`config.mk`:
```
export PLATFORM = sky130hd
export DESIGN_NAME = apa_fifo
export DESIGN_NICKNAME = d
export VERILOG_FILES = /design/src/rtl/apa_fifo.sv
export SDC_FILE = /design/constraint.sdc
export NUM_CORES = 1
export LEC_CHECK = 0
export BUFFER_PORTS_ARGS = -buffer_cell sky130_fd_sc_hd__buf_4
export CORE_MARGIN = 4
export CORE_UTILIZATION = 52
export CTS_BUF_LIST = sky130_fd_sc_hd__clkbuf_4
export DETAILED_ROUTE_END_ITERATION = 10
export PLACE_DENSITY = 0.78
export SYNTH_ARGS = -nofsm -noshare
export SYNTH_HDL_FRONTEND = slang
export SYNTH_SLANG_ARGS = --single-unit
```
`constraint.sdc`:
```
create_clock -name clk_i -period 1.45 [get_ports clk_i]
set_input_delay 0.145 -clock clk_i [delete_from_list [all_inputs] [get_ports clk_i]]
set_output_delay 0.145 -clock clk_i [all_outputs]
set_load 0.01 [all_outputs]
```
`src/rtl/apa_fifo.sv`:
```
module apa_fifo #(
  parameter int Width = 8,
  parameter int Depth = 2
) (
  input  logic             clk_i,
  input  logic             rst_ni,
  input  logic             push_i,
  input  logic [Width-1:0] wdata_i,
  output logic             full_o,
  input  logic             pop_i,
  output logic [Width-1:0] rdata_o,
  output logic             empty_o
);
  localparam int AddrW = (Depth > 1) ? $clog2(Depth) : 1;
  localparam int CntW  = $clog2(Depth + 1);

  logic [Width-1:0] mem_q [Depth];
  logic [AddrW-1:0] wr_ptr_q, rd_ptr_q;
  logic [CntW-1:0]  cnt_q;

  assign full_o  = (cnt_q == CntW'(Depth));
  assign empty_o = (cnt_q == '0);
  assign rdata_o = mem_q[rd_ptr_q];

  always_ff @(posedge clk_i or negedge rst_ni) begin
    if (!rst_ni) begin
      wr_ptr_q <= '0;
      rd_ptr_q <= '0;
      cnt_q    <= '0;
    end else begin
      if (push_i) begin
        mem_q[wr_ptr_q] <= wdata_i;
        wr_ptr_q <= (wr_ptr_q == AddrW'(Depth - 1)) ? '0 : wr_ptr_q + 1'b1;
      end
      if (pop_i) begin
        rd_ptr_q <= (rd_ptr_q == AddrW'(Depth - 1)) ? '0 : rd_ptr_q + 1'b1;
      end
      if (push_i && !pop_i) begin
        cnt_q <= cnt_q + 1'b1;
      end else if (pop_i && !push_i) begin
        cnt_q <= cnt_q - 1'b1;
      end
    end
  end
endmodule

```
After elaboration in Yosys (flattened, before gate mapping)
Memories as Yosys holds them, arrays and structs flattened.
Cells that the tools add are included.
{"block": "word_totals", "register_bits": 4, "ram_bits": 16, "in_bits": 12, "mem_count": 1}
{"block": "classes", "addsub": 4, "n_eq_ne": 1, "n_mux": 6, "reduce_logical": 7}
{"memory": "mem_q", "words": 2, "width": 8, "read_ports": 1, "rd_clocked_by_memory_dff": 0, "wr": 1, "line": "17", "text": "logic [Width-1:0] mem_q [Depth];"}
{"cell": "$mux W1", "count": 4}
{"cell": "$mux W2", "count": 2}
{"cell": "$logic_and A1 B1 Y1", "count": 3}
{"cell": "$add A1 B1 Y1 const B", "count": 2}
{"cell": "$add A2 B1 Y2 const B", "count": 1}
{"cell": "$eq A2 B2 Y1 const B", "count": 1}
{"cell": "$logic_not A1 Y1", "count": 2}
{"cell": "$logic_not A2 Y1", "count": 1}
{"cell": "$reduce_bool A2 Y1", "count": 1}
{"cell": "$sub A2 B1 Y2 const B", "count": 1}

Longest topological paths before layout
{"block": "depth", "ltp_word": 4, "ltp_mapped": 5}

Worst setup path before layout
OpenSTA, ideal clock, no wires.
{"block": "synth_timing", "kind": "register to register", "startpoint": "register wr_ptr_q", "endpoint": "memory mem_q[0][0] (enable)", "arrival_ns": 0.768, "required_ns": 1.080, "path_slack_ns": 0.312, "stages_incl_launch_ff": 2, "n_path_buf": 0, "synth_period_minus_slack_ns": 1.138, "path_cell_list": "dfrtp_1 > nor2_1"}
{"element": "start, declared", "line": "18", "text": "logic [AddrW-1:0] wr_ptr_q, rd_ptr_q;"}
{"element": "start signal, assigned", "line": "33", "text": "wr_ptr_q <= (wr_ptr_q == AddrW'(Depth - 1)) ? '0 : wr_ptr_q + 1'b1;"}
{"element": "end, declared", "line": "17"}
No word-level cell before the write port.

Worst setup path after layout
{"block": "layout_timing", "startpoint": "register rd_ptr_q", "endpoint": "output rdata_o[4]"}
{"block": "layout_via", "elab_chain_cells": 1}
{"element": "start, declared", "line": "18"}
{"element": "start signal, assigned", "line": "36", "text": "rd_ptr_q <= (rd_ptr_q == AddrW'(Depth - 1)) ? '0 : rd_ptr_q + 1'b1;"}
{"element": "$mem_v2 Z2 W8"}
{"element": "end, declared", "line": "11", "text": "output logic [Width-1:0] rdata_o,"}
No other way between the ends.

==> flow_summary_export.csv <==
group,metric,value,unit
sta,max_clock_freq,0.688,GHz
synth,synthDominantCellAreaShare,0.622,
clock_network,htreeDepth,1,
grt,grt-ovfl-total,0,
worst_setup_path,crit_chain,"buf_4 > mux2_4 > buf_4",
routing,remaining_drc_errors,0,
pwr,power.internal,1.20,mW
run_status,violations,"setup timing",
synth,post_synth_edffs,16,
worst_setup_path,cp_common_cell,"sky130_fd_sc_hd__buf_4",
pwr,ir_worst_vdd,0.00104,V
floorplanning,die_x,46.5,µm
clock_network,clock-sinks,20,
sta,worst-slew-pin-transition,0.382,ns
finish,count_of_antenna_diodes_in_the_layout,0,
clock_network,tritoncts,"built",
run_status,outcome,"finished, violations left",
synth,syn_inst,42,
sta,fin_skew,0.00947,ns
routing,detailroute.via_count,454,
sta,hold_viol_final,0,
finish,fin_cells,90,
job,drv_cap,0,
worst_setup_path,worst-endpoint-required,1.31,ns
clock_network,worst_setup_hold_path_clk_slew,0.11,ns
floorplanning,core_area,1350,µm²
synth,yosysWarningCount,0,
sta,maxSlewHeadroom,0.745,
pwr,leakagePower,0.440,nW
floorplanning,std_cell_rows,13,
pwr,fin_total_pwr,1.68,mW
sta,period_needed,1.45,ns
routing,drt_initial_violations,8,
finish,area_growth_syn_to_layout,35.5,%
clock_network,worst_skew_pair.late_latency,0.30,ns
grt,grt_pass1_wl,2010,µm
worst_setup_path,worst_setup_path_start_kind,"flop",
synth,synthDistinctLibCells,12,
grt,grt.total_usage,0.142,
synth,post-synth-top-area-cell,"sky130_fd_sc_hd__edfxtp_1",
pwr,power_density,1610,nW/µm²
pwr,power.share.sequential,0.475,
synth,synthMostInstantiatedCell,"sky130_fd_sc_hd__edfxtp_1",
synth,synthesis.area_per_instance,18.4,µm²
synth,share_of_the_yosys_chip_area_belonging_to_registers,0.752,
clock_network,cts_inserted_buffers,3,
grt,number_of_global_route_vias_before_repair,431,
sta,report.final.setup_viol,1,
grt,grt_start_max_net_pins,12,
pwr,switching_share,0.286,
worst_hold_path,min-delay-path-class,"input port to flop",
routing,drt-pass1-iter-count,2,
clock_network,cts_buffer_depth,2,
worst_setup_path,cpMaxStageDelayCell,"sky130_fd_sc_hd__dfrtp_2",
floorplanning,pin_count,22,
sta,grt_setup_unrepaired,"yes",
placement,postPlaceCellArea,952,µm²
worst_setup_path,cp.arrival,1.31,ns
synth,synth.top_cells.by_area,"sky130_fd_sc_hd__edfxtp_1 62%, sky130_fd_sc_hd__dfrtp_1 13%, sky130_fd_sc_hd__mux2_2 12%, sky130_fd_sc_hd__xor2_1 4.5%, sky130_fd_sc_hd__ha_1 1.6%",
worst_setup_path,worst_setup_path_end_kind,"output port",
sta,finalMaxSlewViolations,0,
worst_setup_path,critical_path_peak_fanout,4,
synth,netlist_top_cells_count,"16 x sky130_fd_sc_hd__edfxtp_1, 8 x sky130_fd_sc_hd__mux2_2, 4 x sky130_fd_sc_hd__dfrtp_1, 4 x sky130_fd_sc_hd__xor2_1, 3 x sky130_fd_sc_hd__nor2_1",
floorplanning,design.die.area,2170,µm²
synth,ys_async_sr_fraction,0.200,
routing,detail_route.wl_per_cell,14.9,µm
placement,portBuffers,21,
routing,antenna_violation_net_count_after_detailed_routing,0,
pwr,p_sw,0.481,mW
synth,postSynth.topFlopCell,"sky130_fd_sc_hd__edfxtp_1",
sta,fin_worst_setup_slack,-0.00445,ns
placement,place.detailed.hpwl,915,µm
synth,postSynthNetCount,55,
placement,gp_congestion,0.686,
routing,route.detailed.vias_per_inst,5.04,
worst_setup_path,timing_worst_setup_path_type,"flop to output port",
pwr,power.share.clock,0.153,
placement,numPlacedInstances,79,
floorplanning,start_util,0.572,
worst_setup_path,ff2ff_setup_slack,0.31,ns
finish,layout-drive-gt1-share,0.520,
grt,antenna_found_initial,0,
sta,finalCritPeriodShare,1.00,
synth,ys_ff_latch,20,
clock_network,cts_root_buffer,"sky130_fd_sc_hd__clkbuf_4",
synth,syn-cell-area,772,µm²
pwr,comb_power_share,0.371,
finish,fin_nets,89,
sta,holdWs,0.0220,ns
finish,fin_area,1050,µm²
worst_setup_path,critical-path-max-stage-delay,0.42,ns
floorplanning,die_height,46.5,µm
routing,detail_route.wirelength,1340,µm
[per-layer routing]
| layer | GRT usage | part of all wire |
|---|---|---|
| met5 | 0 | 0 |
| met4 | 0.0682 | 0.014 |
| met3 | 0.0469 | 0.042 |
| met2 | 0.250 | 0.52 |
| met1 | 0.149 | 0.42 |
[cells in the final DEF, fill, tap and decap left out]
cell type	instances
sky130_fd_sc_hd__dfrtp_1	3
sky130_fd_sc_hd__dlygate4sd3_1	4
sky130_fd_sc_hd__buf_4	26
sky130_fd_sc_hd__mux2_2	7
sky130_fd_sc_hd__mux2_4	1
sky130_fd_sc_hd__clkbuf_4	3
sky130_fd_sc_hd__nand2_1	1
sky130_fd_sc_hd__dfrtp_2	1
sky130_fd_sc_hd__edfxtp_1	16
sky130_fd_sc_hd__and2b_2	1
sky130_fd_sc_hd__and3_1	1
sky130_fd_sc_hd__nor2_1	3
sky130_fd_sc_hd__xnor2_1	1
sky130_fd_sc_hd__xor2_1	4
sky130_fd_sc_hd__clkinv_1	1
sky130_fd_sc_hd__ha_1	1
sky130_fd_sc_hd__inv_1	1
[through the flow]
step	setup TNS (ns)	util	setup WS, ns
after floorplan	0	-	0.312
after global placement	0	0.705	0.242
after detailed placement	0	0.705	0.226
after CTS	-0.00577	0.736	-0.00304
after global routing	-0.304	0.775	-0.0542
final	-0.00445	0.775	-0.00445
[flip-flops by register name (all words and copies together) (netlist names)]
name      flops
rd_ptr_q      1
cnt_q         2
mem_q        16
wr_ptr_q      1
[repair_timing]
item                                    in CTS  in global routing
endpoints found under the setup margin       8                  8
hold endpoints to repair                     4                  5
buffers inserted                             0                  3
hold buffers                                 1                  3
pin swaps                                    0                  0
resized for setup                            2                  2
[path summary, 6_finish.rpt]
path                       cells after the start     endpoint      from
max in group asynchronous                      2     rd_ptr_q    rst_ni
max reg2reg                                    1  mem_q[1][6]  wr_ptr_q
min                                            2     rd_ptr_q     pop_i
max                                            3   rdata_o[4]  rd_ptr_q
min in group asynchronous                      2     rd_ptr_q    rst_ni
min reg2reg                                    1     wr_ptr_q  wr_ptr_q
[power by group through the flow]
stage	combinational [mW]	clock [mW]	sequential, mW
detailed placement	0.499	0	0.846
finish	0.625	0.258	0.800
CTS	0.514	0.260	0.843
floorplan	0.334	0	0.792
global route	0.674	0.303	0.815
global placement	0.483	0	0.840
[layout make-up]
| cell class | count | area [µm²] |
|---|---|---|
| Clock buffer | 3 | 22.5 |
| Clock inverter | 1 | 3.75 |
| Multi-Input combinational cell | 20 | 180 |
| Fill cell | 93 | 304 |
| Sequential cell | 20 | 582 |
| Tap cell | 15 | 18.8 |
| Timing Repair Buffer | 30 | 235 |
| Inverter | 1 | 3.75 |
[critical path: cells and delay by family, from the launching register on]
kind,cells,cell delay [ns]
buf+inv,2,0.29
flops,1,0.42
mux,1,0.30
[cell families (layout without fill, tap and decap cells)]
group         Yosys count  count (layout)  share of synthesized area
flops                  20              20                      0.752
mux                     8               8                      0.117
simple gates            6               6                     0.0389
xor+xnor                5               5                     0.0567
buf+inv                 2              35                     0.0194
fa+ha+maj               1               1                     0.0162
Note: power is estimated with default switching activity, not from simulation.
