<file path="src/rtl/apa_pkg.sv">
package apa_pkg;

  localparam int MaxRadius  = 100;
  localparam int PixelBits  = 16;
  localparam int QueueDepth = 2;

  localparam int PixW     = 16;
  localparam int OffW     = 8;
  localparam int RadW     = 15;
  localparam int LimW     = 16;
  localparam int SkyW     = 24;
  localparam int GainW    = 16;
  localparam int AreaW    = 24;
  localparam int FluxW    = 40;
  localparam int NoiseW   = 40;
  localparam int RsqW     = 16;
  localparam int DistW    = 32;
  localparam int CfgIdxW  = 3;
  localparam int CfgDataW = 24;

  localparam logic [RadW-1:0]  RadMax   = RadW'(MaxRadius * 256);
  localparam logic [PixW-1:0]  PixMask  = (PixelBits >= PixW) ? {PixW{1'b1}}
                                          : PixW'((1 << PixelBits) - 1);
  localparam logic [AreaW-1:0] AreaOne  = AreaW'(256);
  localparam logic [8:0]       WeightOne = 9'd256;
  localparam logic [7:0]       HalfQ8   = 8'd128;

  typedef enum logic [CfgIdxW-1:0] {
    CFG_RADIUS = 3'd0,
    CFG_LOW    = 3'd1,
    CFG_HIGH   = 3'd2,
    CFG_SKY    = 3'd3,
    CFG_SPREAD = 3'd4,
    CFG_GAIN   = 3'd5,
    CFG_NSKY   = 3'd6
  } cfg_idx_e;

  typedef struct packed {
    logic [RadW-1:0]  radius;
    logic [LimW-1:0]  low;
    logic [LimW-1:0]  high;
    logic [SkyW-1:0]  sky;
    logic [SkyW-1:0]  spread;
    logic [GainW-1:0] gain;
    logic [GainW-1:0] nsky;
    logic [DistW-1:0] outer;
    logic [DistW-1:0] inner;
  } apa_cfg_t;

  // one classified pixel on its way to the accumulator
  typedef struct packed {
    logic [PixW-1:0] pix;
    logic [RsqW-1:0] rsq;
    logic            in_ap;
    logic            on_ring;
    logic            last;
  } apa_entry_t;

  function automatic logic [RadW-1:0] clamp_radius(input logic [RadW-1:0] r);
    return (r > RadMax) ? RadMax : r;
  endfunction

  function automatic logic [DistW-1:0] outer_of(input logic [RadW-1:0] r);
    logic [15:0] t;
    t = {1'b0, r} + {8'h0, HalfQ8};
    return DistW'(t) * DistW'(t);
  endfunction

  function automatic logic [DistW-1:0] inner_of(input logic [RadW-1:0] r);
    logic [15:0] t;
    t = (r >= RadW'(HalfQ8)) ? ({1'b0, r} - {8'h0, HalfQ8}) : ({8'h0, HalfQ8} - {1'b0, r});
    return DistW'(t) * DistW'(t);
  endfunction

endpackage

</file>
<file path="src/rtl/apa_if.sv">
interface apa_pix_if;
  logic                    valid;
  logic                    ready;
  logic [15:0]             pixel_value;
  logic signed [7:0]       offset_x;
  logic signed [7:0]       offset_y;
  logic                    last_pixel;

  modport source (output valid, pixel_value, offset_x, offset_y, last_pixel, input ready);
  modport sink (input valid, pixel_value, offset_x, offset_y, last_pixel, output ready);
endinterface


</file>
<file path="src/rtl/apa_front.sv">
module apa_front (
  apa_pix_if.sink              pix,
  input  apa_pkg::apa_cfg_t    cfg_i,
  input  logic                 full_i,
  output logic                 push_o,
  output apa_pkg::apa_entry_t  entry_o
);
  import apa_pkg::*;

  logic [PixW-1:0]   pm;
  logic signed [15:0] sx, sy, dx2, dy2;
  logic [RsqW-1:0]   rsq;
  logic [DistW-1:0]  d2;

  assign pix.ready = !full_i;
  assign push_o    = pix.valid && !full_i;

  always_comb begin
    pm  = pix.pixel_value & PixMask;
    sx  = {{8{pix.offset_x[7]}}, pix.offset_x};
    sy  = {{8{pix.offset_y[7]}}, pix.offset_y};
    dx2 = sx * sx;
    dy2 = sy * sy;
    rsq = RsqW'(dx2) + RsqW'(dy2);
    d2  = {rsq, 16'h0};

    entry_o.pix     = pm;
    entry_o.rsq     = rsq;
    entry_o.in_ap   = (d2 < cfg_i.outer) && (pm > cfg_i.low) && (pm < cfg_i.high);
    entry_o.on_ring = (d2 >= cfg_i.inner);
    entry_o.last    = pix.last_pixel;
  end
endmodule

</file>
<file path="src/flat_wrapper.sv">
// flat-port wrapper written by rule: the top's interface ports become plain ports
module apa_front_flat import apa_pkg::*;
  (cfg_i, full_i, push_o, entry_o, pix_valid, pix_pixel_value, pix_offset_x, pix_offset_y, pix_last_pixel, pix_ready);
  apa_pix_if pix_i ();
  input  apa_pkg::apa_cfg_t cfg_i;
  input  logic full_i;
  output logic push_o;
  output apa_pkg::apa_entry_t entry_o;
  input wire logic [$bits(pix_i.valid)-1:0] pix_valid;
  input wire logic [$bits(pix_i.pixel_value)-1:0] pix_pixel_value;
  input wire logic [$bits(pix_i.offset_x)-1:0] pix_offset_x;
  input wire logic [$bits(pix_i.offset_y)-1:0] pix_offset_y;
  input wire logic [$bits(pix_i.last_pixel)-1:0] pix_last_pixel;
  output wire logic [$bits(pix_i.ready)-1:0] pix_ready;
  assign pix_i.valid = pix_valid;
  assign pix_i.pixel_value = pix_pixel_value;
  assign pix_i.offset_x = pix_offset_x;
  assign pix_i.offset_y = pix_offset_y;
  assign pix_i.last_pixel = pix_last_pixel;
  assign pix_ready = pix_i.ready;
  apa_front u_core (.pix(pix_i), .cfg_i(cfg_i), .full_i(full_i), .push_o(push_o), .entry_o(entry_o));
endmodule
</file>
<file path="config.mk">
export PLATFORM = sky130hd
export DESIGN_NAME = apa_front_flat
export DESIGN_NICKNAME = d
export VERILOG_FILES = /design/src/rtl/apa_pkg.sv /design/src/rtl/apa_if.sv /design/src/rtl/apa_front.sv /design/src/flat_wrapper.sv
export SDC_FILE = /design/constraint.sdc
export NUM_CORES = 1
export LEC_CHECK = 0
export ABC_AREA = 1
export BUFFER_PORTS_ARGS = -buffer_cell sky130_fd_sc_hd__buf_2
export CAP_MARGIN = 20
export CORE_ASPECT_RATIO = 0.5
export CORE_MARGIN = 2
export CORE_UTILIZATION = 54
export DETAILED_ROUTE_END_ITERATION = 10
export PLACE_DENSITY_LB_ADDON = 0.1
export SYNTH_ARGS = -nofsm -noshare
export SYNTH_HDL_FRONTEND = slang
export SYNTH_SLANG_ARGS = --single-unit
</file>
<file path="constraint.sdc">
create_clock -name vclk -period 13.3
set_clock_uncertainty 0.1 [all_clocks]
set_input_delay 1.995 -clock vclk [all_inputs]
set_output_delay 1.995 -clock vclk [all_outputs]
set_load 0.01 [all_outputs]
</file>
======== After elaboration in Yosys (flattened, before gate mapping) ========
Cells that the tools add are included.
cells by class
  $mul .................................... 2
  add/sub/neg operators ................... 1
  $lt $le $gt $ge ......................... 4
  reduce and logical (&&, ||, !) cells .... 4
operator list
  kind               number
  $ge 32x32->1       1
  $lt 32x32->1       1
  $mul 8x8->16       2
  $add 16x16->16     1
  $gt 16x16->1       1
  $lt 16x16->1       1
  $logic_and 1x1->1  3
  $logic_not 1->1    1
storage, ports and cells
  bits in registers ....................... 0
  input port bits ......................... 226

======== Depth between registers and ports, before layout ========
  word-level depth ........................ 5
  mapped depth ............................ 36

======== Least setup slack after synthesis ========
No wires, ideal clock.
  path type ............................... input -> output
  start point ............................. in pix_offset_y[0]
  end point ............................... out entry_o[2] in the netlist's numbering
  setup slack ............................. 3.333 ns
  buffers on the path ..................... 1
  stages .................................. 28
  arrival ................................. 7.872 ns
  path through ............................ clkbuf_1 nand2_1 inv_1 fa_1 fa_1 fa_1 fa_1 fa_1 inv_1 fa_1 inv_1 ha_1 a21o_1 a21oi_2 inv_1 nand2_1 o2111ai_1 xor2_1 ha_1 nand2_1 inv_1 nand3_1 inv_1 a21oi_1 nand2_1 nor2_1 nand2_1 nor2_1
RTL lines
  item             RTL line            source
  start, declared  flat_wrapper.sv:12  input wire logic [$bits(pix_i.offset_y)-1:0] pix_offset_y;
  end, declared    flat_wrapper.sv:8   output apa_pkg::apa_entry_t entry_o;

==> flow_metrics.env <==
export IMPL_status="finished clean"
export IMPL_max_slew_margin_pct=70.1
export IMPL_crit_type="input pin to output port"
export IMPL_post_drt_wl_per_cell_um=11.7
export IMPL_num_nets_final=1480
export IMPL_required_ps=11200
export IMPL_netlist_area_um2=6620
export IMPL_hold_path_class="input pin to output port"
export IMPL_hold_viol_final=0
export IMPL_antenna_found_initial=1
export IMPL_grt_setup_unrepaired="false"
export IMPL_dieArea_um2=13200
export IMPL_clock_buffers=0
export IMPL_num_rows=28
export IMPL_drt_initial_drc_count=245
export IMPL_synth_seq_area_share_pct=0
export IMPL_grt_pass1_wl_um=24400
export IMPL_drt_wl_total_um=13900
export IMPL_grt_start_max_net_pins=12
export IMPL_design_seq_count=0
export IMPL_yosysTopAreaCell="fa_1"
export IMPL_drive_gt1_share_pct=18.0
export IMPL_overflow=0
export IMPL_synth_area_leaders="fa_1 (34%), ha_1 (22%), inv_1 (16%)"
export IMPL_initial_core_util_pct=55.7
export IMPL_gp_congestion=0.826
export IMPL_dp_slack_ps=2610
export IMPL_max_freq_mhz=93.2
export IMPL_cts_hold_buf=0
export IMPL_grt_pass1_vias=5574
export IMPL_crit_family="adder cells"
export IMPL_tns_ps=0
export IMPL_cap_violations=0
export IMPL_max_stage_delay_ps=650
export IMPL_ctsResizeCount=0
export IMPL_io_pins=263
export IMPL_grt_usage_pct=22.4
export IMPL_yosysWarnings=0
export IMPL_core_um2=11900
export IMPL_drc=0
export IMPL_num_vias=5550
export IMPL_drt_pass1_iter_count=4
export IMPL_min_period_ps=10720
export IMPL_finalSetupViolCount=0
export IMPL_die_y_um=82.3
export IMPL_critPathMaxFanout=11
export IMPL_synth_top_area_share_pct=34.2
export IMPL_synth_cells=892
export IMPL_final_max_slew_violation_count=0
export IMPL_synth_cell_types=35
export IMPL_syn_nets=1347
export IMPL_dp_hpwl_um=12900
export IMPL_cp_arrival_ps=8630
export IMPL_post_cts_buffers=0
export IMPL_seqCellArea_um2=0
export IMPL_worst_setup_path_start_kind="input pin"
export IMPL_crit_slowest_cell="fa_1"
export IMPL_via_per_inst=4.67
export IMPL_critPathCaptureType="output port"
export IMPL_syn2layout_area_growth_pct=12.7
export IMPL_insertedDiodeCount=0
export IMPL_die_w_um=161
export IMPL_avgSynthCellArea_um2=7.42
export IMPL_worst_path_most_repeated_cell="inv_1"
export IMPL_fin_crit_sh_pct=80.6
export IMPL_finalWorstSetupSlack_ps=2580
export IMPL_port_buffers=166
export IMPL_postRouteAntennaNets=0
export IMPL_crit_buf_inv=10
export IMPL_tightest_slew_ps=446
[path summary, 6_finish.rpt]
| kind | start | endpoint | depth (start not counted) |
|---|---|---|---|
| setup / recovery | pix_offset_y[2] | entry_o[2] | 32 |
| hold / removal | pix_last_pixel | entry_o[0] | 0 |
[synth_stat cells (2+ instances only)]
cell,count
inv_1,283
nand2_1,149
ha_1,116
fa_1,113
a21oi_1,42
nor2_1,42
nand3_1,23
o21ai_0,18
buf_4,17
clkbuf_1,15
xor2_1,13
nor4_1,7
nand2_2,6
o21bai_1,6
a21o_1,5
nand4_1,5
xnor2_1,5
inv_2,4
or2_2,3
a21oi_2,2
buf_2,2
nand3b_1,2
nor3_1,2
[logic make-up (layout without fill, tap and decap cells)]
kind of cell	after synthesis	in the layout	share of synthesized area, %
fa+ha+maj	229	229	56.1
buf+inv	323	454	19.3
compound gates	79	79	6.73
simple gates	243	243	15.4
xor+xnor	18	18	2.38
[layout make-up]
cell class | instances | area, um2
multi-input combinational | 569 | 5340
inverter | 288 | 1080
fill | 1150 | 4420
tap | 165 | 206
timing repair buffer | 166 | 831
[layer usage]
metal	vias to the layer above	global-route usage, %	routed length, um
li1	2882	-	-
met1	2570	29.7	6440
met2	90	43.8	6900
met3	6	0.849	474
met4	2	0.811	47
met5	-	0	11
[placed cells by master (no fill, tap or decap), types with 6 or more instances in the layout]
cell type	Yosys	routed
fa_1	113	113
nor4_1	7	7
a21oi_1	42	42
ha_1	116	116
o21ai_0	18	18
o21bai_1	6	6
nor2_1	42	42
buf_2	2	166
inv_1	283	283
nand3_1	23	23
nand2_1	149	149
xor2_1	13	13
nand2_2	6	6
[stage by stage]
stage                     std cells  hold WS [ps]  util (%)  cell area (um2)
after global routing           1188          3890      62.8             7460
after CTS                      1188          3890      62.8             7460
final                          1188          3890      62.8             7460
after global placement         1188          3890      62.8             7460
after detailed placement       1188          3890      62.8             7460
after floorplan                 892          3930         -             6620
Power is left out: the tool's default activity adds up to more than one toggle a clock period on the data nets, which glitch-free logic cannot reach.
